**config.mk**
```make
export PLATFORM = sky130hd
export DESIGN_NAME = lzss_cmd_queue
export DESIGN_NICKNAME = d
export VERILOG_FILES = /design/src/sv/lzss_pkg.sv /design/src/sv/lzss_cmd_queue.sv
export SDC_FILE = /design/constraint.sdc
export NUM_CORES = 1
export LEC_CHECK = 0
export ABC_AREA = 1
export BUFFER_PORTS_ARGS = -buffer_cell sky130_fd_sc_hd__buf_2
export CAP_MARGIN = 25
export CELL_PAD_IN_SITES_DETAIL_PLACEMENT = 1
export CELL_PAD_IN_SITES_GLOBAL_PLACEMENT = 2
export CORE_UTILIZATION = 42
export DETAILED_ROUTE_END_ITERATION = 10
export HOLD_SLACK_MARGIN = 0.06
export PLACE_DENSITY_LB_ADDON = 0.1
export REMOVE_ABC_BUFFERS = 1
export SLEW_MARGIN = 20
export SYNTH_ARGS = -nofsm -noshare
export SYNTH_HDL_FRONTEND = slang
export SYNTH_SLANG_ARGS = --single-unit
```
**constraint.sdc**
```tcl
create_clock -name aclk -period 4.5 [get_ports aclk]
set_input_delay 1.125 -clock aclk [delete_from_list [all_inputs] [get_ports aclk]]
set_output_delay 1.125 -clock aclk [all_outputs]
set_load 0.02 [all_outputs]
```
**src/sv/lzss_pkg.sv**
```systemverilog
`timescale 1ns / 1ps

package lzss_pkg;

    localparam int RING_SIZE   = 4096;
    localparam int RING_AW     = 12;
    localparam int FILL_W      = RING_AW + 1;
    localparam int LEN_W       = 9;
    localparam int QUEUE_DEPTH = 4;
    localparam int OUT_DATA_W  = 64;
    localparam int OUT_CNT_W   = 4;
    localparam int MIN_MATCH   = 3;
    localparam int LONG_CODE   = 15;

    typedef enum logic [1:0] {
        PH_FLAG,
        PH_TOKEN,
        PH_WORD_HI,
        PH_EXT
    } phase_t;

    typedef struct packed {
        logic                 is_match;
        logic [7:0]           lit;
        logic [RING_AW-1:0]   pos;
        logic [LEN_W-1:0]     len;
    } cmd_t;

    typedef struct packed {
        logic full;
        logic empty;
    } q_stat_t;

endpackage

```
**src/sv/lzss_cmd_queue.sv**
```systemverilog
`timescale 1ns / 1ps

module lzss_cmd_queue (
    input  logic              aclk,
    input  logic              aresetn,
    input  logic              push,
    input  lzss_pkg::cmd_t    push_cmd,
    input  logic              pop,
    output lzss_pkg::cmd_t    head,
    output lzss_pkg::q_stat_t stat
);

    import lzss_pkg::*;

    localparam int PTR_W = $clog2(QUEUE_DEPTH);
    localparam int CNT_W = PTR_W + 1;

    cmd_t             mem_reg [QUEUE_DEPTH];
    logic [PTR_W-1:0] wr_ptr_reg, wr_ptr_next;
    logic [PTR_W-1:0] rd_ptr_reg, rd_ptr_next;
    logic [CNT_W-1:0] cnt_reg, cnt_next;

    assign stat.empty = (cnt_reg == '0);
    assign stat.full  = (cnt_reg == CNT_W'(QUEUE_DEPTH));
    assign head       = mem_reg[rd_ptr_reg];

    always_comb begin
        wr_ptr_next = push ? wr_ptr_reg + PTR_W'(1) : wr_ptr_reg;
        rd_ptr_next = pop ? rd_ptr_reg + PTR_W'(1) : rd_ptr_reg;
        cnt_next    = cnt_reg + CNT_W'(push) - CNT_W'(pop);
    end

    always_ff @(posedge aclk) begin
        if (push) begin
            mem_reg[wr_ptr_reg] <= push_cmd;
        end
    end

    always_ff @(posedge aclk) begin
        if (!aresetn) begin
            wr_ptr_reg <= '0;
            rd_ptr_reg <= '0;
            cnt_reg    <= '0;
        end else begin
            wr_ptr_reg <= wr_ptr_next;
            rd_ptr_reg <= rd_ptr_next;
            cnt_reg    <= cnt_next;
        end
    end

endmodule

```
==> parameters.txt <==
Parameter                              Value

Status
  Result of the run ... finished, violations left
  Violated checks ... DRC

Finish
  Max FFs per register ... 120
  Ant diodes ... 0
  Layout overhead on the synthesized area ... 20.5%
  Leading cell types in the layout, fill and taps excluded ... sky130_fd_sc_hd__edfxtp_1 (120), sky130_fd_sc_hd__inv_1 (71), sky130_fd_sc_hd__nand2_1 (70)
  Fraction of layout instances using a drive strength above 1 ... 21.5%
  Non-filler instance count after layout ... 636
  Final layout net count ... 517
  Most frequent standard cell in the layout excluding fill and tap cells ... sky130_fd_sc_hd__edfxtp_1
  Number of fill cells ... 1259

Setup path
  Path length in cells of the critical path ... 5
  Worst setup path class ... reg2out
  Start of the worst register-to-register path ... wr_ptr_reg[0]
  CP arrival ... 2.11 ns
  Critical-path cell list ... buf_4 -> a21oi_1 -> o21ai_0 -> nand2_1 -> buf_2
  Largest stage delay, worst path ... 0.83 ns
  Cell with the largest stage delay on the worst path ... sky130_fd_sc_hd__dfxtp_2
  Capture instance of the worst register-to-register path ... mem_reg[2][7]
  Category of cells accounting for the largest share of critical-path delay ... flip-flops
  Kind of launch point of the worst setup path ... register
  R2R setup slack ... 2.37 ns
  Critical Path Sink ... head[14]
  Number of cells on the worst reg-to-reg path ... 5
  Worst-path fanout max ... 36
  WP data required ... 3.38 ns
  CP Capture Type ... output port
  Buffer and inverter count on the worst path ... 2

Logic synthesis
  Synth area leaders ... sky130_fd_sc_hd__edfxtp_1 (70%), sky130_fd_sc_hd__inv_1 (5.5%), sky130_fd_sc_hd__nand2_1 (5.1%)
  Post-synthesis sequential area ratio ... 73.6%
  Number of register bits inferred by synthesis ... 129
  Mean instance size in the synthesized netlist ... 12.7 um2
  Fraction of post-synthesis cell area in the top cell type by area ... 70.1%
  Distinct cell type count of the synthesized netlist ... 17
  Ys Warns ... 0
  Cell type with the largest total area after synthesis ... sky130_fd_sc_hd__edfxtp_1
  Mapped cell area ... 0.00514 mm2
  Cells after synthesis ... 405

Die
  Die Area ... 0.0127 mm2
  Row cnt ... 40
  Effective utilization at floorplan ... 43.0%
  Horizontal extent of the die ... 113 um
  Core region area ... 0.0120 mm2
  Number of top-level pins ... 66
  Vertical extent of the die ... 113 um

Placement
  HPWL after detailed placement ... 6140 um
  Final weighted congestion in routability-driven placement ... 0.668
  Post-Place Cells ... 603
  Port Buffer Count ... 65

GRT
  First-pass GRT wire length ... 16300 um
  Pin count of the biggest net entering global routing ... 121
  Remaining Overflow, GRT ... 0
  Total global-route track usage ... 17.6%
  Number of global-route vias before repair ... 3171
  Number of antenna violations at the first check in global routing ... 0

Pwr
  Power density cells ... 486 mW/mm2
  VDD IR max ... 0.451 mV
  Power consumption ... 3.01 mW
  Static leakage ... 2.46 nW

Drt
  Remaining antenna violation count ... 0
  Per-cell routed wire length ... 16.2 um
  Iteration-0 DRC Markers ... 139
  Avg Vias per Cell ... 4.89
  Number of DRC violations after detailed routing ... 1
  DRT Pass-1 Iters ... 7
  Via count ... 3113
  Total wire length ... 10300 um

STA
  # setup viols final ... 0
  Relative slew slack ... 43.8%
  Smallest hold slack ... 0.466 ns
  Shortest clock period the worst path allows after layout ... 3.24 ns
  Max-slew violations ... 0
  Hold violation total from the final report ... 0
  Pin slew with the least headroom to its limit ... 0.838 ns
  Ratio of final minimum period to clock period ... 71.9%
  Clock Skews ... 0.00356 ns
  RSZ-0062 raised after global routing ... no
  Maximum clock rate ... 0.309 GHz
  Setup TNS ... 0 ns

Clock network
  Number of buffers created by CTS ... 17
  Clock Latency Late Sink ... 0.41 ns
  Count of instances resized after the clock tree is built ... 0
  Clk root buf ... sky130_fd_sc_hd__clkbuf_16
  Clk buf depth ... 2
  CTS hold repair buffers ... 0
  Max H-tree Level ... 4
  Worst-path clk slew ... 0.06 ns
  # Post-CTS Setup Buffers ... 0
  TritonCTS Sinks ... 129
  Clock tree from TritonCTS ... done

Run
  Max-cap check violation count ... 0

Min path
  Class of the worst hold path ... reg2reg
  Worst hold path depth ... 2
worst min-delay path by stage:
| stage | start | to | slack [ns] |
|---|---|---|---|
| after detailed placement | rd_ptr_reg[1] | register | 0.45 |
| final | rd_ptr_reg[1] | register | 0.47 |
| after floorplan | rd_ptr_reg[1] | register | 0.44 |
| after global placement | rd_ptr_reg[1] | register | 0.44 |
| after CTS | rd_ptr_reg[1] | register | 0.47 |
| after global routing | rd_ptr_reg[1] | register | 0.50 |
layer usage:
layer  share of wire, %  track usage (%)  up-vias
met4                1.8             8.80        0
met3                3.4             5.45       15
met2                 49             28.5       51
met1                 46             21.4     1506
met5                  0                0        -
li1                   -                -     1541
final cells by class:
cell class / count / area, um2 / share of cell area (%)
clock buffer: 17 / 425 / 6.87
tap: 147 / 184 / 2.97
inverter: 75 / 282 / 4.55
timing repair buffer: 72 / 418 / 6.75
sequential: 129 / 3790 / 61.2
multi-input combinational: 181 / 951 / 15.4
clock inverter: 15 / 145 / 2.34
metrics by stage:
stage	worst slack, ns	util [%]	area (um2)
final	1.26	51.8	6190
after global routing	1.08	51.8	6190
after CTS	1.17	51.5	6170
after detailed placement	1.62	46.8	5600
after global placement	1.57	46.5	5570
after floorplan	0.749	-	5020
cells by family after synthesis:
logic type	after synthesis	share of synthesized area, %
DFF	129	73.6
AOI/OAI and AO/OA	100	11.2
buffers and inverters	95	7.86
and+or+nand+nor	74	5.45
adders and majority gates	7	1.85
synth_stat cells:
| master | count |
|---|---|
| sky130_fd_sc_hd__dfxtp_1 | 9 |
| sky130_fd_sc_hd__o211ai_1 | 30 |
| sky130_fd_sc_hd__buf_2 | 11 |
| sky130_fd_sc_hd__nand3_1 | 1 |
| sky130_fd_sc_hd__buf_6 | 1 |
| sky130_fd_sc_hd__o21ai_0 | 24 |
| sky130_fd_sc_hd__fa_1 | 1 |
| sky130_fd_sc_hd__ha_1 | 6 |
| sky130_fd_sc_hd__buf_4 | 7 |
| sky130_fd_sc_hd__edfxtp_1 | 120 |
| sky130_fd_sc_hd__nor3_1 | 1 |
| sky130_fd_sc_hd__clkbuf_1 | 1 |
| sky130_fd_sc_hd__nor2_1 | 2 |
| sky130_fd_sc_hd__o21ai_1 | 10 |
| sky130_fd_sc_hd__a21oi_1 | 36 |
| sky130_fd_sc_hd__inv_1 | 75 |
| sky130_fd_sc_hd__nand2_1 | 70 |
power breakdown:
| part | switching (mW) | leakage [nW] | internal [mW] | total, mW |
|---|---|---|---|---|
| clock network | 0.509 | 0.272 | 0.808 | 1.32 |
| logic | 0.195 | 1.01 | 0.0975 | 0.292 |
| registers | 0.0315 | 1.18 | 1.37 | 1.40 |
worst reg2reg max path: stages, from the launching register on:
cell and delay [ns]:
sky130_fd_sc_hd__dfxtp_1 0.36, sky130_fd_sc_hd__inv_1 0.10, sky130_fd_sc_hd__ha_1 0.21, sky130_fd_sc_hd__nand2_1 0.07, sky130_fd_sc_hd__clkinv_1 0.65, sky130_fd_sc_hd__buf_4 0.49
Note: power is estimated with default switching activity, not from simulation.
