===== src/sv/lzss_pkg.sv =====
`timescale 1ns / 1ps

package lzss_pkg;

    localparam int RING_SIZE   = 4096;
    localparam int RING_AW     = 12;
    localparam int FILL_W      = RING_AW + 1;
    localparam int LEN_W       = 9;
    localparam int QUEUE_DEPTH = 4;
    localparam int OUT_DATA_W  = 64;
    localparam int OUT_CNT_W   = 4;
    localparam int MIN_MATCH   = 3;
    localparam int LONG_CODE   = 15;

    typedef enum logic [1:0] {
        PH_FLAG,
        PH_TOKEN,
        PH_WORD_HI,
        PH_EXT
    } phase_t;

    typedef struct packed {
        logic                 is_match;
        logic [7:0]           lit;
        logic [RING_AW-1:0]   pos;
        logic [LEN_W-1:0]     len;
    } cmd_t;

    typedef struct packed {
        logic full;
        logic empty;
    } q_stat_t;

endpackage


===== src/sv/lzss_front.sv =====
`timescale 1ns / 1ps

module lzss_front (
    input  logic              aclk,
    input  logic              aresetn,
    input  logic              in_valid,
    output logic              in_ready,
    input  logic [7:0]        in_byte,
    input  logic              in_last,
    input  lzss_pkg::q_stat_t q_stat,
    output logic              push,
    output lzss_pkg::cmd_t    cmd
);

    import lzss_pkg::*;

    phase_t                 phase_reg, phase_next;
    logic [8:0]             flag_reg, flag_next;
    logic [7:0]             low_reg, low_next;
    logic [RING_AW-1:0]     pos_reg, pos_next;
    logic                   acc;
    logic [3:0]             nibble;
    logic [RING_AW-1:0]     word_pos;

    assign in_ready = !q_stat.full;
    assign acc      = in_valid && in_ready;
    assign nibble   = in_byte[7:4];
    assign word_pos = {in_byte[3:0], low_reg};

    always_comb begin
        phase_next = phase_reg;
        if (acc) begin
            case (phase_reg)
                PH_TOKEN: begin
                    if (flag_reg[0]) begin
                        phase_next = PH_WORD_HI;
                    end else begin
                        phase_next = (flag_reg[8:2] != '0) ? PH_TOKEN : PH_FLAG;
                    end
                end
                PH_WORD_HI: begin
                    if (nibble == 4'(LONG_CODE)) begin
                        phase_next = PH_EXT;
                    end else begin
                        phase_next = (flag_reg[8:1] != '0) ? PH_TOKEN : PH_FLAG;
                    end
                end
                PH_EXT: begin
                    phase_next = (flag_reg[8:1] != '0) ? PH_TOKEN : PH_FLAG;
                end
                default: begin
                    phase_next = PH_TOKEN;
                end
            endcase
            if (in_last) begin
                phase_next = PH_FLAG;
            end
        end
    end

    always_comb begin
        push         = 1'b0;
        cmd.is_match = 1'b0;
        cmd.lit      = in_byte;
        cmd.pos      = word_pos;
        cmd.len      = LEN_W'(1);
        flag_next    = flag_reg;
        low_next     = low_reg;
        pos_next     = pos_reg;
        if (acc) begin
            case (phase_reg)
                PH_TOKEN: begin
                    flag_next = {1'b0, flag_reg[8:1]};
                    if (flag_reg[0]) begin
                        low_next = in_byte;
                    end else begin
                        push = 1'b1;
                    end
                end
                PH_WORD_HI: begin
                    pos_next = word_pos;
                    if (nibble != 4'(LONG_CODE)) begin
                        push         = 1'b1;
                        cmd.is_match = 1'b1;
                        cmd.len      = {5'b0, nibble} + LEN_W'(MIN_MATCH);
                    end
                end
                PH_EXT: begin
                    push         = 1'b1;
                    cmd.is_match = 1'b1;
                    cmd.pos      = pos_reg;
                    cmd.len      = {1'b0, in_byte} + LEN_W'(LONG_CODE + MIN_MATCH);
                end
                default: begin
                    flag_next = {1'b1, in_byte};
                end
            endcase
            if (in_last) begin
                flag_next = '0;
            end
        end
    end

    always_ff @(posedge aclk) begin
        if (!aresetn) begin
            phase_reg <= PH_FLAG;
            flag_reg  <= '0;
            low_reg   <= '0;
            pos_reg   <= '0;
        end else begin
            phase_reg <= phase_next;
            flag_reg  <= flag_next;
            low_reg   <= low_next;
            pos_reg   <= pos_next;
        end
    end

endmodule


===== config.mk =====
export PLATFORM = sky130hd
export DESIGN_NAME = lzss_front
export DESIGN_NICKNAME = d
export VERILOG_FILES = /design/src/sv/lzss_pkg.sv /design/src/sv/lzss_front.sv
export SDC_FILE = /design/constraint.sdc
export NUM_CORES = 1
export LEC_CHECK = 0
export BUFFER_PORTS_ARGS = -buffer_cell sky130_fd_sc_hd__buf_2
export CORE_ASPECT_RATIO = 0.7
export CORE_UTILIZATION = 42
export DETAILED_ROUTE_END_ITERATION = 12
export GPL_ROUTABILITY_DRIVEN = 0
export HOLD_SLACK_MARGIN = 0.08
export PLACE_DENSITY_LB_ADDON = 0.1
export SETUP_SLACK_MARGIN = 0.05
export SYNTH_ARGS = -nofsm -noshare
export SYNTH_HDL_FRONTEND = slang
export SYNTH_SLANG_ARGS = --single-unit
export TNS_END_PERCENT = 1

===== constraint.sdc =====
create_clock -name aclk -period 3.25 [get_ports aclk]
set_clock_uncertainty 0.2 [all_clocks]
set_input_delay 0.65 -clock aclk [delete_from_list [all_inputs] [get_ports aclk]]
set_output_delay 0.65 -clock aclk [all_outputs]
set_load 0.05 [all_outputs]

==> results.txt <==
----------------------------------------------------
[Critical path]
  Type of element launching the critical path ... flop
  List of cells traversed by the critical path ... inv_2, nor2_2, nand2_2, nor3_1, buf_2
  Crit path DAT ... 1.92 ns
  Buf+Inv Stages, Crit Path ... 2
  Cells on worst reg2reg path ... 6
  FF-to-FF Start ... phase_reg[0]
  Critical Path RT ... 2.40 ns
  Peak fanout along the critical path ... 16
  Endpoint of the worst-slack reg-to-reg timing path ... low_reg[6]
  Critical Path Sink Type ... output pin
  Crit path max-delay family ... simple AND/OR/NAND/NOR gates
  FF-to-FF setup slack ... 1.29 ns
  Slowest cell delay on critical path ... 0.54 ns
  Crit Path Category ... flop to output pin
  Cell with the largest stage delay on the worst path ... sky130_fd_sc_hd__dfxtp_1

[Clocking]
  Number of buffers inserted by post-CTS setup repair ... 0
  CTS resizes ... 0
  H-tree depth ... 2
  Hold Buf Count CTS ... 0
  Num CTS Buffers ... 5
  Clock root buffer ... sky130_fd_sc_hd__clkbuf_8
  Clock-pin transition on the worst setup and hold timing paths ... 0.06 ns
  Clock latency reported for the late side of the worst-skew pair ... 0.28 ns
  Clock Tree Buf Depth ... 2
  TritonCTS clock tree ... done
  # clock sinks ... 31

[STA]
  Tightest slew margin relative to the limit ... 0.537
  Share of the cycle needed by the critical path after routing ... 0.852
  Hold violation total from the final report ... 0
  Setup repair after global routing missed its margin ... false
  Setup-violating endpoint count in the final report ... 0
  Worst Slack Setup Final ... 0.481 ns
  Post-layout minimum cycle time ... 2.77 ns
  Final count of pins violating max slew ... 0
  Accumulated negative setup slack ... 0 ns
  Slew @ Worst Pin ... 0.690 ns
  Achievable frequency ... 361 MHz

[Die]
  Width of the die ... 80.9 microns
  Core Region ... 0.00404 sq mm
  Die area ... 0.00463 sq mm
  Chip Height ... 57.2 microns
  Starting Density ... 0.453
  Num ports ... 46
  Row count ... 19

[Power]
  Worst IR Drop VDD ... 0.221 mV
  Leakage power of the design ... 0.836 nW
  Power density cells ... 390 mW/mm^2

[Job]
  Max-cap violations ... 0

[Route]
  Detailed Route Iter0 Violations ... 57
  Number of iterations in the first detailed-routing pass ... 4
  Routed wire length per instance ... 14.5 microns
  Total number of vias ... 1530
  Remaining number of nets flagged by the antenna check after routing ... 0
  DRC viols ... 0
  Via-to-Cell Ratio ... 5.15
  Final wirelength ... 4300 microns

[Yosys]
  Most common flop cell mapped by yosys ... sky130_fd_sc_hd__dfxtp_1
  Synthesized netlist cell count ... 214
  Yosys Warn Count ... 0
  Unique masters post-synth ... 38
  Mapped Nets ... 229
  Number of synthesized flops with an enable pin ... 0
  Avg Cell Area, Syn ... 8.55 sq um
  Share of synthesized area occupied by flip-flops and latches ... 0.339
  Number of flip-flops and latches in the synthesized netlist ... 31
  Post-Syn Area ... 0.00183 sq mm
  Asr flop ratio synth ... 0

[Cells and area]
  Inserted Diodes ... 0
  Final design area excluding fillers ... 0.00210 sq mm
  Nets ... 260
  Synthesis-to-layout area growth ... 14.6%
  Commonest cells after routing, fill and taps aside ... 44 x sky130_fd_sc_hd__buf_2, 31 x sky130_fd_sc_hd__dfxtp_1, 27 x sky130_fd_sc_hd__nand2_1, 17 x sky130_fd_sc_hd__mux2i_1, 15 x sky130_fd_sc_hd__nor2_1
  Most common cell after layout, fill and taps aside ... sky130_fd_sc_hd__buf_2
  Reg area ... 621 sq um
  Number of flip-flops in the largest register ... 12
  Area used by multi-input combinational logic ... 0.00106 sq mm
  Fraction of layout instances using a drive strength above 1 ... 0.298
  Post-Layout Cell Count ... 297
  Fill cells ... 418

[Global route]
  Total global routing track utilization ... 0.195
  First-pass GRT wire length ... 6690 microns
  Maximum number of pins on one net before global-route repair ... 32
  Via count of the first global-routing pass ... 1299
  Number of antenna violations at the first check in global routing ... 0
  GR Overflow Total ... 0

[Placed design]
  Count of input and output buffers ... 44
  DP Wirelength ... 2990 microns
  # placed instances ... 290
  Post-Place Setup Slack ... 0.479 ns
  Cell area reported after detailed placement ... 0.00201 sq mm

[Worst hold path]
  Worst Hold Class ... flop to flop
  Depth of the worst hold-timing path ... 2
  Worst hold endpoint ... pos_reg[7]
  Worst min-delay path startpoint ... pos_reg[7]

[Outcome]
  Run status ... finished, final reports clean

----------------------------------------------------
## cell usage after synthesis, types with 2 or more instances
library cell	instances	share of area
sky130_fd_sc_hd__a211oi_1	3	0.012
sky130_fd_sc_hd__mux2_2	12	0.074
sky130_fd_sc_hd__or3_1	2	0.0068
sky130_fd_sc_hd__inv_1	2	0.0041
sky130_fd_sc_hd__o2bb2ai_1	9	0.043
sky130_fd_sc_hd__xor2_1	2	0.0096
sky130_fd_sc_hd__a21oi_1	3	0.0082
sky130_fd_sc_hd__nand2_1	27	0.055
sky130_fd_sc_hd__nor3_1	4	0.011
sky130_fd_sc_hd__buf_4	12	0.049
sky130_fd_sc_hd__clkbuf_1	7	0.014
sky130_fd_sc_hd__nor2_1	15	0.031
sky130_fd_sc_hd__nand2b_1	2	0.0068
sky130_fd_sc_hd__dfxtp_1	31	0.34
sky130_fd_sc_hd__o21ai_0	6	0.016
sky130_fd_sc_hd__xnor2_1	3	0.014
sky130_fd_sc_hd__nor2b_1	10	0.034
sky130_fd_sc_hd__buf_2	5	0.014
sky130_fd_sc_hd__nand3_1	5	0.014
sky130_fd_sc_hd__a21boi_0	12	0.049
sky130_fd_sc_hd__and2_1	9	0.031
sky130_fd_sc_hd__mux2i_1	17	0.093
## metrics by stage
step / power, W / utilization / hold WS (ns)
after floorplan: 0.000493 / - / 0.233
after global placement: 0.000518 / 0.497 / 0.247
after detailed placement: 0.000519 / 0.497 / 0.255
after CTS: 0.000828 / 0.519 / 0.264
after global routing: 0.000853 / 0.519 / 0.268
final: 0.000818 / 0.519 / 0.260
## area by class of cell
cell class                      instances  area share
Multi-Input combinational cell        156       0.506
Sequential cell                        31       0.296
Timing Repair Buffer                   48       0.119
Clock buffer                            6      0.0394
Tap cell                               52      0.0310
Inverter                                3     0.00537
Clock inverter                          1     0.00239
## kinds of logic after synthesis
kind of cell | after synthesis | share of synthesized area
muxes | 29 | 0.167
and+or+nand+nor | 81 | 0.221
adders and majority gates | 1 | 0.00684
DFF | 31 | 0.339
xor gates and xnor gates | 5 | 0.0239
AOI/OAI and AO/OA | 40 | 0.159
buffers and inverters | 27 | 0.0834
## worst max path at each step
stage | from | end | depth (start not counted)
global route | phase_reg[1] | cmd[8] | 5
floorplan | in_byte[6] | cmd[3] | 5
CTS | phase_reg[1] | cmd[8] | 5
detailed placement | q_stat[1] | cmd[8] | 6
finish | phase_reg[1] | cmd[8] | 5
global placement | q_stat[1] | cmd[8] | 6
## worst reg2reg max path, stage by stage, from the launching register on
cell	delay (ns)
sky130_fd_sc_hd__dfxtp_1	0.52
sky130_fd_sc_hd__buf_4	0.24
sky130_fd_sc_hd__inv_1	0.14
sky130_fd_sc_hd__nor3_1	0.25
sky130_fd_sc_hd__buf_4	0.24
sky130_fd_sc_hd__mux2i_1	0.21
sky130_fd_sc_hd__nor2b_1	0.06
## metal layers
metal	vias to the layer above	track usage	wire, microns
li1	787	-	-
met1	692	0.304	2350
met2	46	0.247	1670
met3	5	0.0480	242
met4	0	0.0816	42
met5	-	0	0
## report_power, final
part	internal [W]	total [W]	leakage, nW	switching, W
combinational	0.0000408	0.000122	0.538	0.0000815
sequential	0.000384	0.000389	0.250	0.00000439
clock	0.000166	0.000307	0.0470	0.000141
No activity file was read; power rests on OpenSTA's default activity.
